$ cat config.mk
export PLATFORM = sky130hd
export DESIGN_NAME = knock_rhythm_matcher
export DESIGN_NICKNAME = d
export VERILOG_FILES = /design/src/rtl/krm_pkg.sv /design/src/rtl/krm_front.sv /design/src/rtl/krm_cell.sv /design/src/rtl/knock_rhythm_matcher.sv
export VERILOG_INCLUDE_DIRS = /design/src /design/src/rtl
export SDC_FILE = /design/constraint.sdc
export NUM_CORES = 1
export LEC_CHECK = 0
export BUFFER_PORTS_ARGS = -buffer_cell sky130_fd_sc_hd__buf_2
export CORE_MARGIN = 2
export CORE_UTILIZATION = 64
export CTS_CLUSTER_DIAMETER = 120
export CTS_CLUSTER_SIZE = 14
export DETAILED_ROUTE_END_ITERATION = 10
export PLACE_DENSITY = 0.82
export SLEW_MARGIN = 20
export SYNTH_ARGS = -nofsm -noshare
export SYNTH_HDL_FRONTEND = slang
export SYNTH_HIERARCHICAL = 1
export SYNTH_SLANG_ARGS = --single-unit
$ cat constraint.sdc
create_clock -name clk -period 9.22 [get_ports clk]
set_input_delay 0.922 -clock clk [delete_from_list [all_inputs] [get_ports clk]]
set_output_delay 0.922 -clock clk [all_outputs]
set_load 0.005 [all_outputs]
$ cat src/rtl/assert_macros.svh
// ---------------------------------------------------------------------------
// Assertion macros
// Shared shorthands for the concurrent checks of the rhythm matcher.
// ---------------------------------------------------------------------------
`ifndef ASSERT_MACROS_SVH
`define ASSERT_MACROS_SVH

// Property sampled on the rising clock edge, switched off while in reset.
`define KRM_ASSERT(label, prop, msg) \
	label: assert property (@(posedge clk) disable iff (!arst_n) (prop)) else $error(msg);

// Condition in one cycle implies a consequence in the following cycle.
`define KRM_ASSERT_NEXT(label, ante, cons, msg) \
	label: assert property (@(posedge clk) disable iff (!arst_n) (ante) |=> (cons)) \
		else $error(msg);

`endif

$ cat src/rtl/krm_pkg.sv
// ---------------------------------------------------------------------------
// krm_pkg
// Types and constants shared by the knock rhythm matcher modules.
// ---------------------------------------------------------------------------
package krm_pkg;

	localparam int PATTERN_LENGTH = 15;
	localparam int SAMPLE_W       = 10;
	localparam int INTERVAL_W     = 8;
	localparam int SPT_W          = 6;
	localparam int CFG_IDX_W      = 3;
	localparam int CFG_DATA_W     = 64;
	localparam int IN_TDATA_W     = 16;
	localparam int OUT_TDATA_W    = 16;

	// Configuration register indexes.
	typedef enum logic [CFG_IDX_W-1:0] {
		REG_RISE_THRESHOLD   = 3'd0,
		REG_MIN_GAP_TICKS    = 3'd1,
		REG_MATCH_TOLERANCE  = 3'd2,
		REG_SAMPLES_PER_TICK = 3'd3,
		REG_PATTERN_FIRST    = 3'd4,
		REG_PATTERN_REST     = 3'd5
	} krm_reg_idx_t;

	localparam logic [SAMPLE_W-1:0]   RISE_THRESHOLD_RST   = 10'd20;
	localparam logic [INTERVAL_W-1:0] MIN_GAP_TICKS_RST    = 8'd5;
	localparam logic [INTERVAL_W-1:0] MATCH_TOLERANCE_RST  = 8'd10;
	localparam logic [SPT_W-1:0]      SAMPLES_PER_TICK_RST = 6'd50;
	localparam logic [63:0]           PATTERN_FIRST_RST    = 64'd1452499013228303400;
	localparam logic [55:0]           PATTERN_REST_RST     = 56'd11303152005949480;

	localparam logic [INTERVAL_W-1:0] TICK_MAX = '1;

	// Timing settings seen by the knock detector.
	typedef struct packed {
		logic [SAMPLE_W-1:0]   rise_threshold;
		logic [INTERVAL_W-1:0] min_gap_ticks;
		logic [SPT_W-1:0]      samples_per_tick;
	} krm_timing_cfg_t;

	// Control broadcast to every cell of the interval row.
	typedef struct packed {
		logic                  shift;
		logic                  clear;
		logic [INTERVAL_W-1:0] tolerance;
	} krm_cell_ctrl_t;

endpackage

$ cat src/rtl/krm_front.sv
// ---------------------------------------------------------------------------
// krm_front
// Knock detector and tick timer: judges each sample and counts ticks.
// ---------------------------------------------------------------------------
`include "assert_macros.svh"

module krm_front
	import krm_pkg::*;
(
	input  logic                  clk,
	input  logic                  arst_n,
	input  logic                  fire,
	input  logic [SAMPLE_W-1:0]   sample,
	input  krm_timing_cfg_t       cfg,
	output logic                  knock,
	output logic [INTERVAL_W-1:0] interval
);

	logic [SAMPLE_W-1:0]   prev_q;
	logic [INTERVAL_W-1:0] tick_q;
	logic [SPT_W-1:0]      sit_q;

	logic [SAMPLE_W-1:0]   rise;
	logic [SPT_W-1:0]      sit_inc;
	logic                  tick_done;
	logic [INTERVAL_W-1:0] tick_base;
	logic [INTERVAL_W-1:0] tick_next;

	assign rise     = sample - prev_q;
	assign knock    = (sample > prev_q) && (rise > cfg.rise_threshold)
		&& (tick_q > cfg.min_gap_ticks);
	assign interval = tick_q;

	// A zero setting counts as one sample per tick, since the wrapped count
	// is always at or past it.
	assign sit_inc   = sit_q + SPT_W'(1);
	assign tick_done = (sit_inc >= cfg.samples_per_tick) || (sit_inc == '0);
	assign tick_base = knock ? '0 : tick_q;

	always_comb begin
		tick_next = tick_base;
		if (tick_done && (tick_base != TICK_MAX)) begin
			tick_next = tick_base + INTERVAL_W'(1);
		end
	end

	always_ff @(posedge clk or negedge arst_n) begin
		if (!arst_n) begin
			prev_q <= '0;
			tick_q <= '0;
			sit_q  <= '0;
		end else if (fire) begin
			prev_q <= sample;
			tick_q <= tick_next;
			sit_q  <= tick_done ? '0 : sit_inc;
		end
	end

	`KRM_ASSERT_NEXT(a_tick_restarts, fire && knock, tick_q <= INTERVAL_W'(1), "tick count not restarted after knock")

endmodule

$ cat src/rtl/krm_cell.sv
// ---------------------------------------------------------------------------
// krm_cell
// One interval slot of the row; checks the value it will hold against its
// expected interval.
// ---------------------------------------------------------------------------
module krm_cell
	import krm_pkg::*;
(
	input  logic                  clk,
	input  logic                  arst_n,
	input  krm_cell_ctrl_t        ctrl,
	input  logic [INTERVAL_W-1:0] din,
	input  logic [INTERVAL_W-1:0] expected,
	output logic [INTERVAL_W-1:0] q,
	output logic                  ok
);

	logic [INTERVAL_W-1:0] val_q;
	logic [INTERVAL_W-1:0] nxt;
	logic [INTERVAL_W-1:0] diff;

	assign nxt  = ctrl.shift ? din : val_q;
	assign diff = (nxt >= expected) ? (nxt - expected) : (expected - nxt);
	assign ok   = (diff <= ctrl.tolerance);
	assign q    = val_q;

	always_ff @(posedge clk or negedge arst_n) begin
		if (!arst_n) begin
			val_q <= '0;
		end else if (ctrl.clear) begin
			val_q <= '0;
		end else if (ctrl.shift) begin
			val_q <= din;
		end
	end

endmodule

$ cat src/rtl/knock_rhythm_matcher.sv
// ---------------------------------------------------------------------------
// knock_rhythm_matcher
// Secret-knock detector: finds knocks in a sound sample stream and checks
// the rhythm of the last fifteen intervals against a programmed pattern.
// ---------------------------------------------------------------------------
// Every sample item yields exactly one result item in the cycle after it
// is taken, and the block takes one sample per clock cycle as long as the
// result register is empty or being drained in the same cycle. The rate is
// set by the loop through the knock detector, the tick timer
// and the row of fifteen interval cells: the decision for one sample feeds
// the tick count that judges the next. The cells form a shift row, oldest
// interval in cell 0 and newest in the last cell, so the row always reads
// oldest first; on a knock every cell takes its neighbor's value and the
// new interval enters at the end. Each cell compares the value it is about
// to hold with its own expected interval, and when all agree within the
// tolerance on a knock, the whole row is cleared and unlock is raised.
// Configuration registers are written through a plain write port and
// should only change while no item is in flight.
// ---------------------------------------------------------------------------
`include "assert_macros.svh"

module knock_rhythm_matcher
	import krm_pkg::*;
(
	input  logic                   clk,
	input  logic                   arst_n,

	// Sample stream in.
	input  logic                   s_tvalid,
	output logic                   s_tready,
	input  logic [IN_TDATA_W-1:0]  s_tdata,   // [9:0] sample, [15:10] zero

	// Result stream out.
	output logic                   m_tvalid,
	input  logic                   m_tready,
	output logic [OUT_TDATA_W-1:0] m_tdata,   // [0] knock_seen, [1] unlock,
	                                          // [9:2] knock_interval, [15:10] zero

	// Configuration write port.
	input  logic                   cfg_we,
	input  logic [CFG_IDX_W-1:0]   cfg_index,
	input  logic [CFG_DATA_W-1:0]  cfg_data
);

	// Configuration registers.
	logic [SAMPLE_W-1:0]   rise_threshold_q;
	logic [INTERVAL_W-1:0] min_gap_ticks_q;
	logic [INTERVAL_W-1:0] match_tolerance_q;
	logic [SPT_W-1:0]      samples_per_tick_q;
	logic [63:0]           pattern_first_q;
	logic [55:0]           pattern_rest_q;

	always_ff @(posedge clk or negedge arst_n) begin
		if (!arst_n) begin
			rise_threshold_q   <= RISE_THRESHOLD_RST;
			min_gap_ticks_q    <= MIN_GAP_TICKS_RST;
			match_tolerance_q  <= MATCH_TOLERANCE_RST;
			samples_per_tick_q <= SAMPLES_PER_TICK_RST;
			pattern_first_q    <= PATTERN_FIRST_RST;
			pattern_rest_q     <= PATTERN_REST_RST;
		end else if (cfg_we) begin
			case (krm_reg_idx_t'(cfg_index))
				REG_RISE_THRESHOLD:   rise_threshold_q   <= cfg_data[SAMPLE_W-1:0];
				REG_MIN_GAP_TICKS:    min_gap_ticks_q    <= cfg_data[INTERVAL_W-1:0];
				REG_MATCH_TOLERANCE:  match_tolerance_q  <= cfg_data[INTERVAL_W-1:0];
				REG_SAMPLES_PER_TICK: samples_per_tick_q <= cfg_data[SPT_W-1:0];
				REG_PATTERN_FIRST:    pattern_first_q    <= cfg_data;
				REG_PATTERN_REST:     pattern_rest_q     <= cfg_data[55:0];
				default: begin
				end
			endcase
		end
	end

	// An item moves in whenever the result register is free or emptying.
	logic out_valid_q;
	logic fire;

	assign s_tready = !out_valid_q || m_tready;
	assign fire     = s_tvalid && s_tready;

	// Knock detection and tick timing.
	krm_timing_cfg_t       timing_cfg;
	logic                  knock;
	logic [INTERVAL_W-1:0] interval;

	assign timing_cfg.rise_threshold   = rise_threshold_q;
	assign timing_cfg.min_gap_ticks    = min_gap_ticks_q;
	assign timing_cfg.samples_per_tick = samples_per_tick_q;

	krm_front u_front (
		.clk      (clk),
		.arst_n   (arst_n),
		.fire     (fire),
		.sample   (s_tdata[SAMPLE_W-1:0]),
		.cfg      (timing_cfg),
		.knock    (knock),
		.interval (interval)
	);

	// Row of interval cells. The pattern registers are joined so that
	// expected interval k sits in byte k.
	logic [119:0]              pattern_all;
	logic [INTERVAL_W-1:0]     cell_q [PATTERN_LENGTH];
	logic [PATTERN_LENGTH-1:0] cell_ok;
	logic                      match;
	krm_cell_ctrl_t            cell_ctrl;

	assign pattern_all = {pattern_rest_q, pattern_first_q};
	assign match       = &cell_ok;

	assign cell_ctrl.shift     = fire && knock;
	assign cell_ctrl.clear     = fire && knock && match;
	assign cell_ctrl.tolerance = match_tolerance_q;

	for (genvar k = 0; k < PATTERN_LENGTH; k++) begin : g_cell
		logic [INTERVAL_W-1:0] din;

		if (k == PATTERN_LENGTH - 1) begin : g_tail
			assign din = interval;
		end else begin : g_body
			assign din = cell_q[k+1];
		end

		krm_cell u_cell (
			.clk      (clk),
			.arst_n   (arst_n),
			.ctrl     (cell_ctrl),
			.din      (din),
			.expected (pattern_all[k*INTERVAL_W +: INTERVAL_W]),
			.q        (cell_q[k]),
			.ok       (cell_ok[k])
		);
	end

	// Result register. The interval field reads zero when there was no knock.
	logic [OUT_TDATA_W-1:0] out_data_q;

	always_ff @(posedge clk or negedge arst_n) begin
		if (!arst_n) begin
			out_valid_q <= 1'b0;
		end else if (fire) begin
			out_valid_q <= 1'b1;
		end else if (m_tready) begin
			out_valid_q <= 1'b0;
		end
	end

	always_ff @(posedge clk) begin
		if (fire) begin
			out_data_q <= {6'd0, (knock ? interval : INTERVAL_W'(0)),
				cell_ctrl.clear, knock};
		end
	end

	assign m_tvalid = out_valid_q;
	assign m_tdata  = out_data_q;

	`KRM_ASSERT_NEXT(a_newest_interval, fire && knock && !match, cell_q[PATTERN_LENGTH-1] == $past(interval), "newest cell does not hold the knock interval")
	`KRM_ASSERT_NEXT(a_row_cleared, cell_ctrl.clear, cell_q[0] == '0 && cell_q[PATTERN_LENGTH-1] == '0, "interval row not cleared after unlock")
	`KRM_ASSERT(a_unlock_needs_knock, !m_tvalid || !m_tdata[1] || m_tdata[0], "unlock reported without a knock")

endmodule

==> flow_summary.ini <==
[outcome]
status = completed

[floorplan]
rows = 74
fp.dieH_um = 207
fp.coreArea_um2 = 40800
io_pins = 106
die_area_um2 = 43000
start_util_pct = 64.8
die_w_um = 207

[cells_and_area]
area_growth_syn_to_layout_pct = 6.13
layout-drive-gt1-share_pct = 16.1
final_nets = 3282
fillers = 3099
final_cells = 3335

[route]
wl_per_cell_um = 19.4
dr.first_iter.drc_count = 1242
antenna_left = 0
num_vias = 19900
drcViolationCount = 0
dr.pass1.iters = 5
avgViaCountPerCell = 5.96
drt_wl_total_um = 64800

[placement]
numPortBuffers = 93
hpwl_um = 49200
gp_congestion = 0.898
placedCellCount = 3287

[clock_tree]
h-tree-depth = 1
clk_latency_ps = 580
postCtsHoldBufs = 0
cts-root-buf = clkbuf_16
post_cts_buffers = 0
path_clk_slew_ps = 70
ctsLongestPathBuffers = 3
cts_made_buffers = 25
tritoncts = yes
numClockSinks = 307

[logic_synthesis]
netlist_instances = 2703
yosysMostFrequentCell = inv_1
yosysWarnings = 6
ys_seq_area_share_pct = 29.4
ys_ff_latch = 307
synth.avg_cell_area_um2 = 9.78
ys_top_cells_by_area = dfrtp_1 24%, ha_1 18%, mux2_2 7.6%
async_flop_share_pct = 96.7
synth_top_area_cell = dfrtp_1
netlist_area_um2 = 26400
synth-main-ff-cell = dfrtp_1
synth_edf_count = 10
synth_common_cells = 419 x inv_1, 381 x ha_1, 258 x dfrtp_1
synthDistinctLibCells = 64
synth_top_area_share_pct = 24.4

[timing]
min_period_ps = 8640
finalClockSkew_ps = 19.6
worst_pin_slew_ps = 1040
finalMaxSlewViolations = 0
setup_viol_count_final = 0
timing.fmax_ghz = 0.116
hold_viol_final = 0
fin_setup_tns_ps = 0
whs_ps = 346
relSlewSlack_pct = 30.8
fin_crit_sh_pct = 93.8

[worst_setup_path]
cp.arrival_ps = 9080
critical_path.slowest_cell = a311oi_4
cp_max_fo = 61
crit_path_end_kind = flop
cpMostUsedCell = ha_1
critPathLaunchType = input port
path_class = in -> reg
cpPeakStageDelay_ps = 500
required_ps = 9650

[global_route]
grt_usage_pct = 30.1
grt-ovfl-total = 0
grt_pass1_wl_um = 105000
grt_pass1_vias = 20200
antenna_found_initial = 0
grt_max_degree = 103

[power_and_ir_drop]
ir_drop_mv = 0.176
leakagePower_uw = 0.0152
p_per_area_nw_per_um2 = 207

[flow_run]
drv_cap = 0

[hold_path]
hold_class = in -> async
## repair_timing
action,CTS,global route
gates resized for setup,0,1
setup endpoints to repair,0,43
hold endpoints to repair,0,0
## layout by cell type, fill, tap and decap left out, drive strengths merged, types with 4 or more instances in the layout
cell    instances
inv           420
ha            381
dfrtp         258
mux2i         199
mux2          183
buf           165
a21oi         151
nor2          146
o21ai         124
a21o           82
nand2          69
xnor2          52
xor2           49
nor2b          48
clkbuf         45
nand4          42
a311oi         42
dfstp          39
a211oi         35
a31oi          34
fa             31
nand3          27
nand2b         20
o22ai          18
and3           17
nand3b         16
o21a           16
a41o           14
a21boi         14
and2           12
edfxtp         10
conb            6
nor3            4
## registers in the layout, indices dropped and copies added, names as in the netlist
register / flops
pattern_first_q: 64
u_front/prev_q: 10
m_tvalid: 1
match_tolerance_q: 8
rise_threshold_q: 10
min_gap_ticks_q: 8
samples_per_tick_q: 6
u_front/sit_q: 6
m_tdata: 10
u_front/interval: 8
g_cell.u_cell/q: 120
pattern_rest_q: 56
## power breakdown
part	total (uW)	leakage, uW	switching [uW]	internal (uW)
combinational	3000	0.0110	1680	1320
sequential	1800	0.00385	220	1580
clock	1020	0.000341	508	516
total	5820	0.0152	2410	3410
## worst max-delay path: cells and delay by family
kind	cells	cell delay (ps)
buf+inv	6	860
mux	2	660
simple gates	10	2100
xor+xnor	2	400
fa+ha+maj	6	1780
compound gates	10	2290
## per-stage QoR
step / setup slack (ps) / utilization, % / total power (uW) / cell area (um^2)
final: 576 / 68.7 / 5820 / 28100
after global routing: -8.08 / 68.7 / 6280 / 28100
after CTS: 599 / 68.7 / 5800 / 28100
after detailed placement: 36.8 / 66.9 / 4750 / 27300
after global placement: 194 / 66.9 / 4570 / 27300
after floorplan: 109 / - / 4040 / 26500
## logic make-up after synthesis
logic type	count (synthesis)	share of synthesized area, %
mux	382	15.3
fa+ha+maj	412	20.4
flops	307	29.4
xor+xnor	101	3.35
compound gates	546	14.2
other cells	1	0.0142
buf+inv	537	9.37
simple gates	417	7.99
## final cells by class
class | instances | area (um^2) | area share, %
Sequential cell | 307 | 7780 | 27.7
Inverter | 419 | 1570 | 5.60
Timing Repair Buffer | 165 | 1090 | 3.89
Antenna cell | 2 | 5.00 | 0.0178
Tap cell | 532 | 666 | 2.37
Clock buffer | 45 | 701 | 2.50
Multi-Input combinational cell | 1864 | 16200 | 57.8
Clock inverter | 1 | 20.0 | 0.0713
## final timing paths
kind / from / to / slack [ps] / cells after the start
hold reg to reg: pattern_first_q[39] / pattern_first_q[39] / 490 / 1
setup reg to reg: u_front/prev_q[0] / g_cell[3].u_cell/q[6] / 710 / 34
min in group clk: pattern_first_q[39] / pattern_first_q[39] / 490 / 1
hold / removal: arst_n / pattern_first_q[7] / 350 / 1
setup / recovery: s_tdata[0] / g_cell[3].u_cell/q[6] / 580 / 36
max in group asynchronous: arst_n / g_cell[13].u_cell/q[5] / 6600 / 3
## per-layer routing
| metal | part of all wire, % | track usage, % | up-vias | wire length (um) |
|---|---|---|---|---|
| met4 | 3.8 | 10.8 | 0 | 2440 |
| met2 | 47 | 50.3 | 552 | 30600 |
| met1 | 44 | 40.4 | 9708 | 28700 |
| met5 | 0 | 0 | - | 0 |
| li1 | - | - | 9479 | - |
| met3 | 4.8 | 3.52 | 142 | 3090 |
Power figures use the tool's default switching activity.
